===== config.mk =====
export PLATFORM = sky130hd
export DESIGN_NAME = epoch_time_format_stream_core
export DESIGN_NICKNAME = d
export VERILOG_FILES = /design/src/etf_pkg.sv /design/src/etf_civil.sv /design/src/etf_front.sv /design/src/etf_cmd_fifo.sv /design/src/etf_back.sv /design/src/epoch_time_format_stream_core.sv
export SDC_FILE = /design/constraint.sdc
export NUM_CORES = 2
export LEC_CHECK = 0
export BUFFER_PORTS_ARGS = -buffer_cell sky130_fd_sc_hd__buf_4
export CORE_UTILIZATION = 50
export DETAILED_ROUTE_END_ITERATION = 12
export PLACE_DENSITY = 0.68
export SYNTH_ARGS = -nofsm -noshare
export SYNTH_HDL_FRONTEND = slang
export SYNTH_SLANG_ARGS = --single-unit

===== constraint.sdc =====
create_clock -name aclk -period 8.4 [get_ports aclk]
set_input_delay 0.84 -clock aclk [delete_from_list [all_inputs] [get_ports aclk]]
set_output_delay 0.84 -clock aclk [all_outputs]
set_load 0.05 [all_outputs]

===== src/etf_pkg.sv =====
// etf_pkg: shared types, constants and table functions of the epoch time formatter.
// No dependencies; imported by every module of the block.
`timescale 1ns / 1ps
package etf_pkg;

    localparam int RUN_MAX    = 24;
    localparam int LEN_W      = $clog2(RUN_MAX + 1);
    localparam int FIFO_DEPTH = 2;
    localparam int FIFO_PTR_W = (FIFO_DEPTH > 1) ? $clog2(FIFO_DEPTH) : 1;
    localparam int FIFO_CNT_W = $clog2(FIFO_DEPTH + 1);

    localparam logic [7:0] CH_NUL = 8'h00;
    localparam logic [7:0] CH_PCT = "%";

    localparam logic [23:0][7:0] ZERO_TEXT = "Thu Jan  1 00:00:00 1970";

    typedef enum logic [1:0] {
        CMD_LIT  = 2'd0,
        CMD_SPEC = 2'd1,
        CMD_ZERO = 2'd2
    } cmd_kind_t;

    typedef struct packed {
        cmd_kind_t  kind;
        logic [7:0] ch;
    } cmd_t;

    // Two ASCII digits, index 0 is the tens digit (printed first).
    typedef logic [1:0][7:0] pair_t;

    typedef struct packed {
        pair_t      yr_hi;
        pair_t      yr_lo;
        pair_t      mon;
        pair_t      mday;
        pair_t      hour;
        pair_t      min;
        pair_t      sec;
        pair_t      h12;
        logic [7:0] yday_h;
        pair_t      yday_lo;
        logic [2:0] wday;
        logic [3:0] mon_idx;
        logic       pm;
    } civil_t;

    // Name padded with spaces, first character in the top byte.
    typedef struct packed {
        logic [8:0][7:0] txt;
        logic [3:0]      len;
    } name_t;

    // Value below 100 to two ASCII digits; tens by reciprocal multiply.
    function automatic pair_t dec2(input logic [6:0] v);
        logic [14:0] p;
        logic [3:0]  tens;
        logic [6:0]  u;
        p    = 15'(v) * 15'd205;
        tens = p[14:11];
        u    = v - 7'(7'(tens) * 7'd10);
        dec2[0] = 8'h30 + 8'(tens);
        dec2[1] = 8'h30 + 8'(u[3:0]);
    endfunction

    // Days before the first of the month, non-leap year; month 1..12.
    function automatic logic [8:0] cum_days(input logic [3:0] month);
        case (month)
            4'd1:    cum_days = 9'd0;
            4'd2:    cum_days = 9'd31;
            4'd3:    cum_days = 9'd59;
            4'd4:    cum_days = 9'd90;
            4'd5:    cum_days = 9'd120;
            4'd6:    cum_days = 9'd151;
            4'd7:    cum_days = 9'd181;
            4'd8:    cum_days = 9'd212;
            4'd9:    cum_days = 9'd243;
            4'd10:   cum_days = 9'd273;
            4'd11:   cum_days = 9'd304;
            4'd12:   cum_days = 9'd334;
            default: cum_days = 9'd0;
        endcase
    endfunction

    function automatic name_t day_name(input logic [2:0] wd);
        case (wd)
            3'd0:    day_name = '{txt: "Sunday   ", len: 4'd6};
            3'd1:    day_name = '{txt: "Monday   ", len: 4'd6};
            3'd2:    day_name = '{txt: "Tuesday  ", len: 4'd7};
            3'd3:    day_name = '{txt: "Wednesday", len: 4'd9};
            3'd4:    day_name = '{txt: "Thursday ", len: 4'd8};
            3'd5:    day_name = '{txt: "Friday   ", len: 4'd6};
            3'd6:    day_name = '{txt: "Saturday ", len: 4'd8};
            default: day_name = '{txt: "Sunday   ", len: 4'd6};
        endcase
    endfunction

    function automatic name_t mon_name(input logic [3:0] mi);
        case (mi)
            4'd0:    mon_name = '{txt: "January  ", len: 4'd7};
            4'd1:    mon_name = '{txt: "February ", len: 4'd8};
            4'd2:    mon_name = '{txt: "March    ", len: 4'd5};
            4'd3:    mon_name = '{txt: "April    ", len: 4'd5};
            4'd4:    mon_name = '{txt: "May      ", len: 4'd3};
            4'd5:    mon_name = '{txt: "June     ", len: 4'd4};
            4'd6:    mon_name = '{txt: "July     ", len: 4'd4};
            4'd7:    mon_name = '{txt: "August   ", len: 4'd6};
            4'd8:    mon_name = '{txt: "September", len: 4'd9};
            4'd9:    mon_name = '{txt: "October  ", len: 4'd7};
            4'd10:   mon_name = '{txt: "November ", len: 4'd8};
            4'd11:   mon_name = '{txt: "December ", len: 4'd8};
            default: mon_name = '{txt: "January  ", len: 4'd7};
        endcase
    endfunction

endpackage


===== src/etf_civil.sv =====
// etf_civil: holds the epoch register and converts it to calendar fields.
// Days-to-civil steps run through the DAYS to PACK states using reciprocal multiplies. Uses etf_pkg.
`timescale 1ns / 1ps
module etf_civil
    import etf_pkg::*;
(
    input  logic        aclk,
    input  logic        aresetn,
    input  logic        cfg_valid,
    input  logic [31:0] cfg_data,
    output logic        cfg_ready,
    output logic        busy,
    output logic        epoch_zero,
    output civil_t      civil
);

    typedef enum logic [12:0] {
        CV_IDLE  = 13'b0000000000001,
        CV_DAYS  = 13'b0000000000010,
        CV_SPLIT = 13'b0000000000100,
        CV_DIV1  = 13'b0000000001000,
        CV_YOE   = 13'b0000000010000,
        CV_DOY   = 13'b0000000100000,
        CV_MP    = 13'b0000001000000,
        CV_MDAY  = 13'b0000010000000,
        CV_YEAR  = 13'b0000100000000,
        CV_Y100  = 13'b0001000000000,
        CV_YR    = 13'b0010000000000,
        CV_YDAY  = 13'b0100000000000,
        CV_PACK  = 13'b1000000000000
    } cv_state_t;

    cv_state_t   state_reg, state_next;
    logic [31:0] epoch_reg, epoch_next;

    logic [15:0] days_reg;
    logic [16:0] secs_reg;
    logic [12:0] wq_reg;
    logic [4:0]  hour_reg;
    logic [11:0] t_reg;
    logic [5:0]  min_reg;
    logic [5:0]  sec_reg;
    logic [2:0]  wday_reg;
    logic [2:0]  era_reg;
    logic [17:0] doe_reg;
    logic [6:0]  a_reg;
    logic [2:0]  b_reg;
    logic        c_reg;
    logic [8:0]  yoe_reg;
    logic [8:0]  doy_reg;
    logic [3:0]  mp_reg;
    logic [4:0]  mday_reg;
    logic [3:0]  month_reg;
    logic [11:0] year_reg;
    logic [4:0]  yq100_reg;
    logic [6:0]  yr100_reg;
    logic [8:0]  yday1_reg;
    logic [3:0]  h12_reg;
    civil_t      civil_reg;

    // floor(x / d) as (x * m) >> k; m and k are exact over each operand's range
    logic [50:0] days_prod;     // (ts >> 7) / 675, k = 35
    logic [31:0] secs_full;
    logic [19:0] z_val;
    logic        era5;
    logic [19:0] doe_full;
    logic [16:0] day4;
    logic [31:0] wq_prod;       // (days + 4) / 7, k = 19
    logic [24:0] hour_prod;     // (secs >> 4) / 225, k = 20
    logic [16:0] wday_full;
    logic [30:0] a_prod;        // (doe >> 2) / 365, k = 24
    logic [2:0]  b_calc;
    logic [16:0] t_full;
    logic [17:0] yoe_num;
    logic [32:0] yoe_prod;      // / 365, k = 24
    logic [19:0] min_prod;      // (t >> 2) / 15, k = 14
    logic [1:0]  yoe_hund;
    logic [17:0] doy_full;
    logic [11:0] sec_full;
    logic [10:0] mp_num;
    logic [21:0] mp_prod;       // / 153, k = 18
    logic [10:0] f_num;
    logic [21:0] f_prod;        // / 5, k = 13
    logic [8:0]  mday_full;
    logic [11:0] year_calc;
    logic [19:0] yq_prod;       // (year >> 2) / 25, k = 15
    logic [11:0] yr_full;
    logic        leap;
    logic        cfg_take;

    assign cfg_ready  = (state_reg == CV_IDLE);
    assign busy       = (state_reg != CV_IDLE);
    assign epoch_zero = (epoch_reg == 32'd0);
    assign civil      = civil_reg;
    assign cfg_take   = cfg_valid && cfg_ready;

    assign days_prod = 51'(epoch_reg[31:7]) * 51'd50903317;
    assign secs_full = epoch_reg - 32'(days_reg) * 32'd86400;
    // era is 4 or 5 for any 32-bit count
    assign z_val     = 20'(days_reg) + 20'd719468;
    assign era5      = (z_val >= 20'd730485);
    assign doe_full  = z_val - (era5 ? 20'd730485 : 20'd584388);
    assign day4      = 17'(days_reg) + 17'd4;
    assign wq_prod   = 32'(day4) * 32'd74899;
    assign hour_prod = 25'(secs_reg[16:4]) * 25'd4661;
    assign wday_full = day4 - 17'(wq_reg) * 17'd7;
    assign a_prod    = 31'(doe_reg[17:2]) * 31'd45965;
    assign b_calc    = (doe_reg >= 18'd146096) ? 3'd4 :
                       (doe_reg >= 18'd109572) ? 3'd3 :
                       (doe_reg >= 18'd73048)  ? 3'd2 :
                       (doe_reg >= 18'd36524)  ? 3'd1 : 3'd0;
    assign t_full    = secs_reg - 17'(hour_reg) * 17'd3600;
    assign yoe_num   = doe_reg - 18'(a_reg) + 18'(b_reg) - 18'(c_reg);
    assign yoe_prod  = 33'(yoe_num) * 33'd45965;
    assign min_prod  = 20'(t_reg[11:2]) * 20'd1093;
    assign yoe_hund  = (yoe_reg >= 9'd300) ? 2'd3 :
                       (yoe_reg >= 9'd200) ? 2'd2 :
                       (yoe_reg >= 9'd100) ? 2'd1 : 2'd0;
    // doy = doe - (365*yoe + yoe/4 - yoe/100)
    assign doy_full  = doe_reg - (18'(yoe_reg) * 18'd365 + 18'(yoe_reg[8:2]) - 18'(yoe_hund));
    assign sec_full  = t_reg - 12'(min_reg) * 12'd60;
    assign mp_num    = 11'(doy_reg) * 11'd5 + 11'd2;
    assign mp_prod   = 22'(mp_num) * 22'd1714;
    assign f_num     = 11'(mp_reg) * 11'd153 + 11'd2;
    assign f_prod    = 22'(f_num) * 22'd1639;
    assign mday_full = doy_reg - f_prod[21:13] + 9'd1;
    assign year_calc = 12'(yoe_reg) + 12'(era_reg) * 12'd400
                     + ((month_reg <= 4'd2) ? 12'd1 : 12'd0);
    assign yq_prod   = 20'(year_reg[11:2]) * 20'd1311;
    assign yr_full   = year_reg - 12'(yq100_reg) * 12'd100;
    // divisible by 400: remainder by 100 is zero and the hundreds are a multiple of 4
    assign leap      = ((year_reg[1:0] == 2'd0) && (yr100_reg != 7'd0))
                     || ((yr100_reg == 7'd0) && (yq100_reg[1:0] == 2'd0));

    always_comb begin
        state_next = state_reg;
        epoch_next = epoch_reg;
        case (state_reg)
            CV_IDLE: begin
                if (cfg_take) begin
                    epoch_next = cfg_data;
                    state_next = CV_DAYS;
                end
            end
            CV_DAYS:  state_next = CV_SPLIT;
            CV_SPLIT: state_next = CV_DIV1;
            CV_DIV1:  state_next = CV_YOE;
            CV_YOE:   state_next = CV_DOY;
            CV_DOY:   state_next = CV_MP;
            CV_MP:    state_next = CV_MDAY;
            CV_MDAY:  state_next = CV_YEAR;
            CV_YEAR:  state_next = CV_Y100;
            CV_Y100:  state_next = CV_YR;
            CV_YR:    state_next = CV_YDAY;
            CV_YDAY:  state_next = CV_PACK;
            CV_PACK:  state_next = CV_IDLE;
            default:  state_next = CV_IDLE;
        endcase
    end

    always_ff @(posedge aclk) begin
        if (!aresetn) begin
            state_reg <= CV_IDLE;
            epoch_reg <= 32'd0;
        end else begin
            state_reg <= state_next;
            epoch_reg <= epoch_next;
        end
    end

    // datapath, no reset
    always_ff @(posedge aclk) begin
        logic [1:0]  hund;
        logic [6:0]  rest;
        case (state_reg)
            CV_DAYS: days_reg <= days_prod[50:35];
            CV_SPLIT: begin
                secs_reg <= secs_full[16:0];
                era_reg  <= era5 ? 3'd5 : 3'd4;
                doe_reg  <= doe_full[17:0];
                wq_reg   <= wq_prod[31:19];
            end
            CV_DIV1: begin
                hour_reg <= hour_prod[24:20];
                wday_reg <= wday_full[2:0];
                a_reg    <= a_prod[30:24];
                b_reg    <= b_calc;
                c_reg    <= (doe_reg == 18'd146096);
            end
            CV_YOE: begin
                t_reg   <= t_full[11:0];
                yoe_reg <= yoe_prod[32:24];
            end
            CV_DOY: begin
                min_reg <= min_prod[19:14];
                doy_reg <= doy_full[8:0];
            end
            CV_MP: begin
                sec_reg <= sec_full[5:0];
                mp_reg  <= mp_prod[21:18];
                if (hour_reg >= 5'd12) begin
                    h12_reg <= (hour_reg == 5'd12) ? 4'd12 : 4'(hour_reg - 5'd12);
                end else begin
                    h12_reg <= (hour_reg == 5'd0) ? 4'd12 : 4'(hour_reg);
                end
            end
            CV_MDAY: begin
                mday_reg  <= mday_full[4:0];
                month_reg <= (mp_reg < 4'd10) ? (mp_reg + 4'd3) : (mp_reg - 4'd9);
            end
            CV_YEAR: year_reg  <= year_calc;
            CV_Y100: yq100_reg <= yq_prod[19:15];
            CV_YR:   yr100_reg <= yr_full[6:0];
            CV_YDAY: begin
                yday1_reg <= cum_days(month_reg) + 9'(mday_reg)
                           + (((month_reg > 4'd2) && leap) ? 9'd1 : 9'd0);
            end
            CV_PACK: begin
                if (yday1_reg >= 9'd300) begin
                    hund = 2'd3;
                end else if (yday1_reg >= 9'd200) begin
                    hund = 2'd2;
                end else if (yday1_reg >= 9'd100) begin
                    hund = 2'd1;
                end else begin
                    hund = 2'd0;
                end
                rest = 7'(yday1_reg - 9'(hund) * 9'd100);
                civil_reg.yr_hi   <= dec2(7'(yq100_reg));
                civil_reg.yr_lo   <= dec2(yr100_reg);
                civil_reg.mon     <= dec2(7'(month_reg));
                civil_reg.mday    <= dec2(7'(mday_reg));
                civil_reg.hour    <= dec2(7'(hour_reg));
                civil_reg.min     <= dec2(7'(min_reg));
                civil_reg.sec     <= dec2(7'(sec_reg));
                civil_reg.h12     <= dec2(7'(h12_reg));
                civil_reg.yday_h  <= 8'h30 + 8'(hund);
                civil_reg.yday_lo <= dec2(rest);
                civil_reg.wday    <= wday_reg;
                civil_reg.mon_idx <= month_reg - 4'd1;
                civil_reg.pm      <= (hour_reg >= 5'd12);
            end
            default: ;
        endcase
    end

endmodule


===== src/etf_front.sv =====
// etf_front: accepts format characters, tracks a pending '%', and queues commands.
// Uses etf_pkg command types.
`timescale 1ns / 1ps
module etf_front
    import etf_pkg::*;
(
    input  logic       aclk,
    input  logic       aresetn,
    input  logic       s_tvalid,
    output logic       s_tready,
    input  logic [7:0] s_tdata,
    input  logic [0:0] s_tuser,
    input  logic       fifo_full,
    input  logic       busy,
    input  logic       epoch_zero,
    output logic       push,
    output cmd_t       cmd
);

    logic pend_reg, pend_next;
    logic accept;
    logic pend_eff;

    assign s_tready = !busy && !fifo_full;
    assign accept   = s_tvalid && s_tready;
    assign pend_eff = s_tuser[0] ? 1'b0 : pend_reg;

    always_comb begin
        pend_next = pend_reg;
        push      = 1'b0;
        cmd.kind  = CMD_LIT;
        cmd.ch    = s_tdata;
        if (accept) begin
            pend_next = pend_eff;
            if (epoch_zero) begin
                if (s_tuser[0]) begin
                    push     = 1'b1;
                    cmd.kind = CMD_ZERO;
                end
            end else if (s_tdata == CH_NUL) begin
                pend_next = 1'b0;
            end else if (pend_eff) begin
                pend_next = 1'b0;
                push      = 1'b1;
                cmd.kind  = CMD_SPEC;
            end else if (s_tdata == CH_PCT) begin
                pend_next = 1'b1;
            end else begin
                push = 1'b1;
            end
        end
    end

    always_ff @(posedge aclk) begin
        if (!aresetn) begin
            pend_reg <= 1'b0;
        end else begin
            pend_reg <= pend_next;
        end
    end

endmodule


===== src/etf_cmd_fifo.sv =====
// etf_cmd_fifo: short command queue between the front and the back.
// Depth from etf_pkg.
`timescale 1ns / 1ps
module etf_cmd_fifo
    import etf_pkg::*;
(
    input  logic aclk,
    input  logic aresetn,
    input  logic push,
    input  cmd_t push_cmd,
    input  logic pop,
    output logic valid,
    output logic full,
    output cmd_t pop_cmd
);

    cmd_t                  mem [FIFO_DEPTH];
    logic [FIFO_PTR_W-1:0] wr_reg, rd_reg;
    logic [FIFO_CNT_W-1:0] cnt_reg;

    assign valid   = (cnt_reg != '0);
    assign full    = (cnt_reg == FIFO_CNT_W'(FIFO_DEPTH));
    assign pop_cmd = mem[rd_reg];

    function automatic logic [FIFO_PTR_W-1:0] bump(input logic [FIFO_PTR_W-1:0] p);
        bump = (p == FIFO_PTR_W'(FIFO_DEPTH - 1)) ? '0 : p + 1'b1;
    endfunction

    always_ff @(posedge aclk) begin
        if (push) begin
            mem[wr_reg] <= push_cmd;
        end
    end

    always_ff @(posedge aclk) begin
        if (!aresetn) begin
            wr_reg  <= '0;
            rd_reg  <= '0;
            cnt_reg <= '0;
        end else begin
            if (push) begin
                wr_reg <= bump(wr_reg);
            end
            if (pop) begin
                rd_reg <= bump(rd_reg);
            end
            case ({push, pop})
                2'b10:   cnt_reg <= cnt_reg + 1'b1;
                2'b01:   cnt_reg <= cnt_reg - 1'b1;
                default: cnt_reg <= cnt_reg;
            endcase
        end
    end

endmodule


===== src/etf_back.sv =====
// etf_back: expands one queued command into its character run and streams it out.
// Uses etf_pkg types, digit pairs and name tables.
`timescale 1ns / 1ps
module etf_back
    import etf_pkg::*;
(
    input  logic       aclk,
    input  logic       aresetn,
    input  civil_t     civil,
    input  logic       fifo_valid,
    input  cmd_t       fifo_cmd,
    output logic       pop,
    output logic       m_tvalid,
    input  logic       m_tready,
    output logic [7:0] m_tdata,
    output logic       m_tlast
);

    typedef struct packed {
        logic [RUN_MAX-1:0][7:0] txt;
        logic [LEN_W-1:0]        len;
    } run_t;

    localparam logic [7:0] SP_Y  = "Y";
    localparam logic [7:0] SP_YL = "y";
    localparam logic [7:0] SP_M  = "m";
    localparam logic [7:0] SP_D  = "d";
    localparam logic [7:0] SP_H  = "H";
    localparam logic [7:0] SP_MI = "M";
    localparam logic [7:0] SP_S  = "S";
    localparam logic [7:0] SP_A  = "a";
    localparam logic [7:0] SP_AF = "A";
    localparam logic [7:0] SP_B  = "b";
    localparam logic [7:0] SP_HB = "h";
    localparam logic [7:0] SP_BF = "B";
    localparam logic [7:0] SP_J  = "j";
    localparam logic [7:0] SP_P  = "p";
    localparam logic [7:0] SP_DF = "D";
    localparam logic [7:0] SP_F  = "F";
    localparam logic [7:0] SP_T  = "T";
    localparam logic [7:0] SP_R  = "r";
    localparam logic [7:0] SP_N  = "n";
    localparam logic [7:0] SP_TB = "t";
    localparam logic [7:0] SP_Z  = "Z";

    function automatic run_t build(input cmd_t c, input civil_t cv);
        run_t  r;
        name_t nm;
        logic [7:0] ap;
        r.txt = '0;
        r.len = LEN_W'(1);
        ap = cv.pm ? "P" : "A";
        nm = cv.pm ? day_name(cv.wday) : day_name(cv.wday);
        case (c.kind)
            CMD_LIT: r.txt[0] = c.ch;
            CMD_ZERO: begin
                for (int i = 0; i < RUN_MAX; i++) begin
                    r.txt[i] = ZERO_TEXT[RUN_MAX-1-i];
                end
                r.len = LEN_W'(RUN_MAX);
            end
            CMD_SPEC: begin
                case (c.ch)
                    SP_Y: begin
                        r.txt[3:0] = {cv.yr_lo[1], cv.yr_lo[0], cv.yr_hi[1], cv.yr_hi[0]};
                        r.len = LEN_W'(4);
                    end
                    SP_YL: begin r.txt[1:0] = {cv.yr_lo[1], cv.yr_lo[0]}; r.len = LEN_W'(2); end
                    SP_M:  begin r.txt[1:0] = {cv.mon[1], cv.mon[0]};     r.len = LEN_W'(2); end
                    SP_D:  begin r.txt[1:0] = {cv.mday[1], cv.mday[0]};   r.len = LEN_W'(2); end
                    SP_H:  begin r.txt[1:0] = {cv.hour[1], cv.hour[0]};   r.len = LEN_W'(2); end
                    SP_MI: begin r.txt[1:0] = {cv.min[1], cv.min[0]};     r.len = LEN_W'(2); end
                    SP_S:  begin r.txt[1:0] = {cv.sec[1], cv.sec[0]};     r.len = LEN_W'(2); end
                    SP_A, SP_AF: begin
                        nm = day_name(cv.wday);
                        for (int i = 0; i < 9; i++) begin
                            r.txt[i] = nm.txt[8-i];
                        end
                        r.len = (c.ch == SP_A) ? LEN_W'(3) : LEN_W'(nm.len);
                        if (c.ch == SP_A) begin
                            r.txt[8:3] = '0;
                        end
                    end
                    SP_B, SP_HB, SP_BF: begin
                        nm = mon_name(cv.mon_idx);
                        for (int i = 0; i < 9; i++) begin
                            r.txt[i] = nm.txt[8-i];
                        end
                        r.len = (c.ch == SP_BF) ? LEN_W'(nm.len) : LEN_W'(3);
                    end
                    SP_J: begin
                        r.txt[2:0] = {cv.yday_lo[1], cv.yday_lo[0], cv.yday_h};
                        r.len = LEN_W'(3);
                    end
                    SP_P: begin r.txt[1:0] = {8'h4D, ap}; r.len = LEN_W'(2); end
                    SP_DF: begin
                        r.txt[7:0] = {cv.yr_lo[1], cv.yr_lo[0], 8'h2F, cv.mday[1],
                                      cv.mday[0], 8'h2F, cv.mon[1], cv.mon[0]};
                        r.len = LEN_W'(8);
                    end
                    SP_F: begin
                        r.txt[9:0] = {cv.mday[1], cv.mday[0], 8'h2D, cv.mon[1], cv.mon[0],
                                      8'h2D, cv.yr_lo[1], cv.yr_lo[0], cv.yr_hi[1],
                                      cv.yr_hi[0]};
                        r.len = LEN_W'(10);
                    end
                    SP_T: begin
                        r.txt[7:0] = {cv.sec[1], cv.sec[0], 8'h3A, cv.min[1], cv.min[0],
                                      8'h3A, cv.hour[1], cv.hour[0]};
                        r.len = LEN_W'(8);
                    end
                    SP_R: begin
                        r.txt[10:0] = {8'h4D, ap, 8'h20, cv.sec[1], cv.sec[0], 8'h3A,
                                       cv.min[1], cv.min[0], 8'h3A, cv.h12[1], cv.h12[0]};
                        r.len = LEN_W'(11);
                    end
                    SP_N:   r.txt[0] = 8'h0A;
                    SP_TB:  r.txt[0] = 8'h09;
                    CH_PCT: r.txt[0] = CH_PCT;
                    SP_Z: begin r.txt[2:0] = {8'h43, 8'h54, 8'h55}; r.len = LEN_W'(3); end
                    default: begin
                        // unknown specifier echoes the percent and the character
                        r.txt[1:0] = {c.ch, CH_PCT};
                        r.len = LEN_W'(2);
                    end
                endcase
            end
            default: r.txt[0] = c.ch;
        endcase
        build = r;
    endfunction

    logic [RUN_MAX-1:0][7:0] buf_reg;
    logic [LEN_W-1:0]        cnt_reg;
    logic                    act_reg;
    logic                    take;
    logic                    is_last;
    run_t                    run;

    assign take     = act_reg && m_tready;
    assign is_last  = (cnt_reg == LEN_W'(1));
    assign pop      = fifo_valid && (!act_reg || (take && is_last));
    assign run      = build(fifo_cmd, civil);
    assign m_tvalid = act_reg;
    assign m_tdata  = buf_reg[0];
    assign m_tlast  = is_last;

    always_ff @(posedge aclk) begin
        if (!aresetn) begin
            act_reg <= 1'b0;
            cnt_reg <= '0;
        end else if (pop) begin
            act_reg <= 1'b1;
            cnt_reg <= run.len;
        end else if (take) begin
            act_reg <= !is_last;
            cnt_reg <= cnt_reg - LEN_W'(1);
        end
    end

    always_ff @(posedge aclk) begin
        if (pop) begin
            buf_reg <= run.txt;
        end else if (take) begin
            buf_reg <= {8'h00, buf_reg[RUN_MAX-1:1]};
        end
    end

endmodule


===== src/epoch_time_format_stream_core.sv =====
// epoch_time_format_stream_core: top level of the streaming epoch time formatter.
// Instantiates etf_civil, etf_front, etf_cmd_fifo and etf_back; uses etf_pkg.
//
// Usage:
//  - cfg_valid/cfg_ready/cfg_data writes the 32-bit seconds count. After each
//    write the civil converter walks the days-to-civil steps with reciprocal
//    multiplies; s_tready and cfg_ready stay low until it is done.
//  - s_* carries format characters; each request is one character plus the
//    start-of-format flag in tuser. The front classifies it and queues a
//    command; characters that produce nothing (a '%', a NUL) just update state.
//  - m_* streams the output characters one per cycle while m_tready is high;
//    tlast marks the last character of the run caused by one input request.
//  - An accepted input passes through the command queue and the output shifter
//    before its first output character. The back end's one-character-a-cycle
//    shifter sends one output character per cycle while m_tready is high; a
//    request yields 1 for a literal, up to 11 for %r, 24 for the zero-count string.
//  - A stalled receiver holds the run in the output shifter; the two-entry
//    command queue keeps taking input until it fills.
//  - Reset clears the count to zero, the pending percent, queue and output.
`timescale 1ns / 1ps
module epoch_time_format_stream_core
    import etf_pkg::*;
(
    input  logic        aclk,
    input  logic        aresetn,
    // config write: seconds count
    input  logic        cfg_valid,
    output logic        cfg_ready,
    input  logic [31:0] cfg_data,     // [31:0] epoch_seconds
    // format characters in
    input  logic        s_tvalid,
    output logic        s_tready,
    input  logic [7:0]  s_tdata,      // [7:0] fmt_char
    input  logic [0:0]  s_tuser,      // [0] start_of_format
    // formatted characters out
    output logic        m_tvalid,
    input  logic        m_tready,
    output logic [7:0]  m_tdata,      // [7:0] out_char
    output logic        m_tlast       // last_of_run
);

    civil_t civil;
    logic   busy;
    logic   epoch_zero;
    logic   push;
    cmd_t   push_cmd;
    logic   pop;
    logic   fifo_valid;
    logic   fifo_full;
    cmd_t   pop_cmd;

    // epoch register plus the calendar converter
    etf_civil u_civil (
        .aclk       (aclk),
        .aresetn    (aresetn),
        .cfg_valid  (cfg_valid),
        .cfg_data   (cfg_data),
        .cfg_ready  (cfg_ready),
        .busy       (busy),
        .epoch_zero (epoch_zero),
        .civil      (civil)
    );

    // input side: pending-percent tracking and classification
    etf_front u_front (
        .aclk       (aclk),
        .aresetn    (aresetn),
        .s_tvalid   (s_tvalid),
        .s_tready   (s_tready),
        .s_tdata    (s_tdata),
        .s_tuser    (s_tuser),
        .fifo_full  (fifo_full),
        .busy       (busy),
        .epoch_zero (epoch_zero),
        .push       (push),
        .cmd        (push_cmd)
    );

    etf_cmd_fifo u_fifo (
        .aclk     (aclk),
        .aresetn  (aresetn),
        .push     (push),
        .push_cmd (push_cmd),
        .pop      (pop),
        .valid    (fifo_valid),
        .full     (fifo_full),
        .pop_cmd  (pop_cmd)
    );

    // output side: expansion and character shifter
    etf_back u_back (
        .aclk       (aclk),
        .aresetn    (aresetn),
        .civil      (civil),
        .fifo_valid (fifo_valid),
        .fifo_cmd   (pop_cmd),
        .pop        (pop),
        .m_tvalid   (m_tvalid),
        .m_tready   (m_tready),
        .m_tdata    (m_tdata),
        .m_tlast    (m_tlast)
    );

    // a config write always starts a conversion
    a_cfg_starts: assert property (@(posedge aclk) disable iff (!aresetn)
        (cfg_valid && cfg_ready) |=> busy)
        else $error("config write did not start conversion");

    // no input is taken while the converter runs
    a_busy_blocks: assert property (@(posedge aclk) disable iff (!aresetn)
        busy |-> (!s_tready && !push))
        else $error("input accepted during conversion");

    // a queued command never lands in a full queue
    a_no_overflow: assert property (@(posedge aclk) disable iff (!aresetn)
        push |-> !fifo_full)
        else $error("command queue overflow");

    // a zero-count start request is visible downstream in the next cycle
    a_zero_queued: assert property (@(posedge aclk) disable iff (!aresetn)
        (s_tvalid && s_tready && epoch_zero && s_tuser[0]) |=> (fifo_valid || m_tvalid))
        else $error("zero-count run lost");

endmodule

# Word level (Yosys, flattened, before mapping)

Memory sizes are Yosys's and may differ from the RTL's. A register that Yosys moved wholly into a read port is not among the register bits.
Cells that the tools add are included.

RAM bits: 20
Memories: 3
Bits in read-only memories: 976
Register bits: 586
Input bits: 46
Latch bits: 0

Memory list:

| name             | depth | width | rd ports | clocked after memory_dff | write ports | RTL line           | RTL |
|---|---|---|---|---|---|---|---|
| (name not given) | 16    | 52    | 1        | 1                        | 0           | etf_pkg.sv:98      | `case (mi)` |
| (name not given) | 16    | 9     | 1        | 1                        | 0           | etf_pkg.sv:67      | `case (month)` |
| u_fifo.mem       | 2     | 10    | 1        | 1                        | 1           | etf_cmd_fifo.sv:17 | `cmd_t mem [FIFO_DEPTH];` |

Add/sub/neg operators: 60
Equal/unequal tests: 52
Bitwise operators: 0
Reduce and logical (&&, ||, !) cells: 35
$lt $le $gt $ge: 15
Shift operators: 0
Div/mod/pow operators: 0
Multiplexer cells: 70
$mul: 37

Operator list:

| cell                     | count |
|---|---|
| $pmux W73 S6             | 1 |
| $mux W192                | 2 |
| $eq A8 B7 Y1 const B     | 21 |
| $pmux W32 S5             | 1 |
| $pmux W79 S2             | 1 |
| $pmux W13 S12            | 1 |
| $pmux W8 S15             | 1 |
| $pmux W8 S14             | 1 |
| $mux W102                | 1 |
| $add A6 B4 Y7 const A    | 11 |
| $pmux W8 S7              | 1 |
| $mul A25 B26 Y51 const B | 1 |
| $mux W48                 | 1 |
| $mul A10 B11 Y20 const B | 2 |
| $pmux W5 S8              | 1 |
| $pmux W8 S5              | 1 |
| $mul A5 B8 Y13 const B   | 3 |
| $ge A18 B17 Y1 const B   | 2 |
| $sub A4 B4 Y4            | 9 |
| $mul A18 B16 Y33 const B | 1 |
| $logic_not A32 Y1        | 1 |
| $mul A17 B17 Y32 const B | 1 |
| $mux W4                  | 8 |
| $pmux W8 S2              | 2 |
| other kinds (109)        | 194 |

# Logic depth before layout (Yosys ltp)

Depth in word-level cells: 11
Mapped depth: 39
Mapped depth without buffers: 39

# Modules after synthesis

A second synthesis with hierarchy kept.

Cell total of the unflattened synthesis: 6103
Area total of the unflattened synthesis: 63678.6 sq um

By module, submodules not included:

| module       | cells an instance | seq. area each (sq um) | area an instance (sq um) | times used |
|---|---|---|---|---|
| etf_civil    | 5011              | 8107.8                 | 52560.4                  | 1 |
| etf_back     | 1010              | 4354.2                 | 9982.1                   | 1 |
| etf_cmd_fifo | 53                | 700.7                  | 937.1                    | 1 |
| etf_front    | 29                | 20.0                   | 198.9                    | 1 |

# Least setup slack after synthesis

No wires, ideal clock.

Kind: reg-to-reg
Start point: reg u_civil.b_reg[0]
End point: reg u_civil.yoe_reg[8], data pin
Data arrival time: 8.964 ns
Path buffers: 0
Cell stages (with the launch flop): 36
Slack: -0.834 ns
Clock period less this slack: 9.234 ns
Cells stage by stage: edfxtp_1 -> fa_1 -> inv_1 -> fa_1 -> inv_1 -> ha_1 -> inv_1 -> fa_1 -> nor2b_1 -> o21ai_0 -> a21boi_0 -> o21ai_0 -> a211oi_1 -> o31ai_1 -> xnor2_1 -> inv_1 -> fa_1 -> inv_1 -> ha_1 -> fa_1 -> fa_1 -> fa_1 -> inv_1 -> fa_1 -> inv_1 -> ha_1 -> nand4_1 -> inv_1 -> a221o_1 -> nor2b_1 -> a221o_1 -> o41a_1 -> a31oi_1 -> o21ba_2 -> xnor2_1 -> xnor2_1

Word-level cells in the longest chain between the ends: 3

RTL lines:

| item                     | RTL line         | RTL |
|---|---|---|
| from (decl)              | etf_civil.sv:47  | `logic [2:0] b_reg;` |
| from (signal assigned)   | etf_civil.sv:187 | `b_reg <= b_calc;` |
| $add A18 B3 Y18          | etf_civil.sv:113 | `assign yoe_num = doe_reg - 18'(a_reg) + 18'(b_reg) - 18'(c_reg);` |
| $sub A18 B1 Y18          | etf_civil.sv:113 |  |
| $mul A18 B16 Y33         | etf_civil.sv:114 | `assign yoe_prod = 33'(yoe_num) * 33'd45965;` |
| net u_civil.yoe_prod[32] | etf_civil.sv:75  | `logic [32:0] yoe_prod;` |
| to (signal assigned)     | etf_civil.sv:192 | `yoe_reg <= yoe_prod[32:24];` |
| to (decl)                | etf_civil.sv:49  | `logic [8:0] yoe_reg;` |

The timed path passes the listed nets, and every way through them passes these cells.
A chain may end at the register's enable or synchronous reset.

# Worst setup path after layout

Start point: reg u_civil.a_reg[0]
End point: reg u_civil.yoe_reg[8], data pin

Word-level cells in the longest chain between the ends: 4

RTL lines:

| item                     | RTL line         | RTL |
|---|---|---|
| from (decl)              | etf_civil.sv:46  | `logic [6:0] a_reg;` |
| from (signal assigned)   | etf_civil.sv:186 | `a_reg <= a_prod[30:24];` |
| $sub A18 B7 Y18          | etf_civil.sv:113 |  |
| $add A18 B3 Y18          | etf_civil.sv:113 |  |
| $sub A18 B1 Y18          | etf_civil.sv:113 |  |
| $mul A18 B16 Y33         | etf_civil.sv:114 |  |
| net u_civil.yoe_prod[32] | etf_civil.sv:75  |  |

The timed path passes the listed nets, and every way through them passes these cells.

==> results.cfg <==
[outcome]
outcome = finished with violations
violations = negative setup slack

[critical_path]
ff2ff_path_depth = 35
cp-end-kind = flip-flop
max_stage_delay_ps = 590
worstSetupPathType = flip-flop to flip-flop
path_delay_family = adder cells
cpMaxStageDelayCell = fa_2
regToRegEndpoint = u_civil.yoe_reg[8]$_DFFE_PP_
reg2reg_from = u_civil.a_reg[0]$_DFFE_PP_
cp.required_ps = 8820
r2r_slack_ps = -210
crit_fanout = 5
crit_arrival_ps = 9030
start_kind = flip-flop
cp_num_buf_inv = 6
crit_top_cell = inv_2

[synth]
yosys.cell_types.count = 113
synth.ff_latch_count = 496
ys_async_sr_fraction_pct = 0
synth_edf_count = 387
synthCells = 5852
synth.avg_cell_area_um2 = 10.6
synth_seq_area_share_pct = 22.2
synth-main-ff-cell = edfxtp_1
synth_nets = 7968
mappedNetlistArea_mm2 = 0.0622
yosysWarnings = 0

[drt]
drt-total-wl_mm = 141
via_count = 41441
firstDrtPassIters = 7
final_antenna_net_count = 0
wl_per_cell_um = 18.3
drtIter0Drc = 2425
post-route-drc-count = 0
via_per_inst = 5.37

[clocking]
hold_buffers = 0
tritoncts = yes
cts.clk_slew.worst_paths_ps = 70
worstSkewPairLatency_ps = 680
numCtsBuffers = 56
cts.sinks = 496
cts_buffer_depth = 3
cts-root-buf = clkbuf_16
htreeDepth = 2

[worst_hold_path]
hold_class = input pin to flip-flop
holdCritStartpoint = s_tdata[7]
holdPathEnd = u_fifo.mem[0][7]$_DFFE_PP_
hold_depth = 1

[timing]
worst_slack_ps = -209
period_share_pct = 102
tightest_slew_ps = 1200
timing.final.crit_period_ps = 8610
hold_ws_ps = 368
setup_tns_ps = -271
hold_viol = 0
rsz0062_at_grt = yes
fin_skew_ps = 64.5
maxSlewViolCount = 0
maxSlewHeadroom_pct = 19.6
max_clock_freq_mhz = 116
timing.final.setup_violations = 3

[floorplanning]
die_x_um = 355
rows = 129
dieArea_mm2 = 0.126
initial_core_util_pct = 50.3
core_mm2 = 0.124
dieHeight_um = 355
io_pins = 58

[layout]
fin_nets = 8148
areaGrowthSynthToFinish_pct = 8.98
fillCellCount = 10760
finish.instance_area_mm2 = 0.0678
antenna_cells = 0
drive_gt1_share_pct = 7.53

[power]
p_leak_nw = 34.5
power_density_mw_per_mm2 = 163
totalPowerFinal_mw = 11.1
peakVddDrop_mv = 0.354

[placement]
dp_hpwl_mm = 117
post_dp_cell_area_mm2 = 0.0655
portBuffers = 57
place_congestion = 0.974

[grt]
track_usage_pct = 23.0
grt_pass1_vias = 43813
antenna_found_initial = 1
grt_max_degree = 103
overflow = 0
grt_pass1_wl_mm = 232

[run]
max_cap_violations = 0
## cells in the mapped netlist, drive strengths merged (14+ instances only)
| cell type | instances | area (um^2) |
|---|---|---|
| a22oi | 20 | 155 |
| nor2 | 177 | 694 |
| inv | 1200 | 4500 |
| nand3 | 46 | 235 |
| nor3b | 14 | 136 |
| o21bai | 22 | 165 |
| nor2b | 37 | 231 |
| or2 | 27 | 169 |
| nand4 | 27 | 169 |
| or3 | 17 | 111 |
| edfxtp | 387 | 11600 |
| o21ai | 172 | 872 |
| a41o | 17 | 170 |
| and3 | 20 | 125 |
| fa | 620 | 12400 |
| ha | 1450 | 18100 |
| nand2 | 264 | 991 |
| xnor2 | 223 | 1950 |
| a221o | 18 | 180 |
| a21o | 120 | 901 |
| a31oi | 26 | 163 |
| a211oi | 25 | 193 |
| o211ai | 14 | 129 |
| nand2b | 49 | 317 |
| clkbuf | 54 | 204 |
| nor3 | 54 | 305 |
| dfxtp | 109 | 2180 |
| mux2i | 14 | 185 |
| o21a | 30 | 225 |
| xor2 | 85 | 744 |
| a221oi | 18 | 158 |
| buf | 29 | 196 |
| a21boi | 42 | 319 |
| a21oi | 197 | 986 |
| a22o | 19 | 166 |
| and2 | 60 | 375 |
## worst max path at each step
stage | start | end | slack [ps] | cells after the start
after CTS | u_civil.a_reg[0]$_DFFE_PP_ | u_civil.yoe_reg[8]$_DFFE_PP_ | -250 | 35
after detailed placement | u_civil.c_reg$_DFFE_PP_ | u_civil.yoe_reg[8]$_DFFE_PP_ | -510 | 35
after global routing | u_civil.c_reg$_DFFE_PP_ | u_civil.yoe_reg[8]$_DFFE_PP_ | -550 | 35
after global placement | u_civil.c_reg$_DFFE_PP_ | u_civil.yoe_reg[8]$_DFFE_PP_ | -410 | 34
final | u_civil.a_reg[0]$_DFFE_PP_ | u_civil.yoe_reg[8]$_DFFE_PP_ | -210 | 35
after floorplan | u_civil.c_reg$_DFFE_PP_ | u_civil.yoe_reg[8]$_DFFE_PP_ | -300 | 35
## where the power goes
part | internal, mW | switching, mW
Combinational | 2.04 | 2.88
Sequential | 3.34 | 0.190
Clock | 1.50 | 1.12
Total | 6.89 | 4.19
## worst reg2reg max path, delay by kind of cell, from the launching register on
family,cells,cell delay [ps]
compound gates,14,2550
xor+xnor,3,360
fa+ha+maj,10,4200
buf+inv,6,360
flops,1,330
simple gates,2,540
## cells in the final DEF (no fill, tap or decap), types with 11 or more instances in the layout
| cell | n |
|---|---|
| inv_2 | 14 |
| nor2_1 | 167 |
| ha_1 | 1440 |
| nor3_1 | 45 |
| edfxtp_1 | 387 |
| a221o_1 | 18 |
| o21ai_1 | 14 |
| a22o_1 | 19 |
| nor2b_1 | 36 |
| dfxtp_1 | 109 |
| a221oi_1 | 18 |
| a21boi_0 | 40 |
| a21o_1 | 120 |
| a211oi_1 | 22 |
| inv_1 | 1185 |
| or2_2 | 21 |
| a222oi_1 | 11 |
| o211ai_1 | 11 |
| nand3_1 | 45 |
| nand2b_1 | 47 |
| and3_1 | 20 |
| and2_1 | 60 |
| clkbuf_16 | 59 |
| a21oi_1 | 187 |
| xor2_1 | 83 |
| a41o_1 | 17 |
| a31oi_1 | 24 |
| xnor2_1 | 213 |
| or3_1 | 16 |
| nand4_1 | 27 |
| o21bai_1 | 22 |
| o21a_1 | 30 |
| buf_4 | 201 |
| o21ai_0 | 151 |
| fa_1 | 614 |
| a22oi_1 | 19 |
| nand2_1 | 264 |
## routing by layer
layer	wire [um]	global-route usage [%]	vias to the layer above	share of wire (%)
li1	-	-	20005	-
met1	63400	31.2	20359	45
met2	67900	39.3	865	48
met3	6440	2.60	210	4.6
met4	3520	5.53	2	2.5
met5	13	0	-	0.0092
## logic make-up (layout without fill, tap and decap cells)
kind of cell    after synthesis  in the layout  synth area share, %
compound gates              839            839                 9.20
xor+xnor                    309            309                 4.37
fa+ha+maj                  2070           2070                 49.1
buf+inv                    1283           1511                 7.88
flops                       496            496                 22.2
mux                          19             19                0.406
simple gates                836            836                 6.87
## metrics by stage
stage / cells / util, % / worst slack [ps]
6_report: 7717 / 54.9 / -209
5_1_grt: 7717 / 54.9 / -548
4_1_cts: 7712 / 54.8 / -248
3_5_place_dp: 7595 / 53.0 / -509
3_3_place_gp: 7595 / 53.0 / -411
2_1_floorplan: 5852 / - / -299
## repair_timing
item | in CTS | in global routing
setup endpoints to repair | 5 | 7
setup buffers | 11 | 6
gates resized for setup | 21 | 21
pin swaps | 40 | 25
## layout make-up
| class | instances | area [um^2] | share of cell area, % |
|---|---|---|---|
| clock buffer | 73 | 1580 | 2.33 |
| clock inverter | 33 | 414 | 0.611 |
| inverter | 1200 | 4510 | 6.65 |
| multi-input combinational | 4073 | 43900 | 64.8 |
| sequential | 496 | 13800 | 20.4 |
| tap | 1637 | 2050 | 3.02 |
| timing repair buffer | 205 | 1550 | 2.28 |
Power figures use the tool's default switching activity.
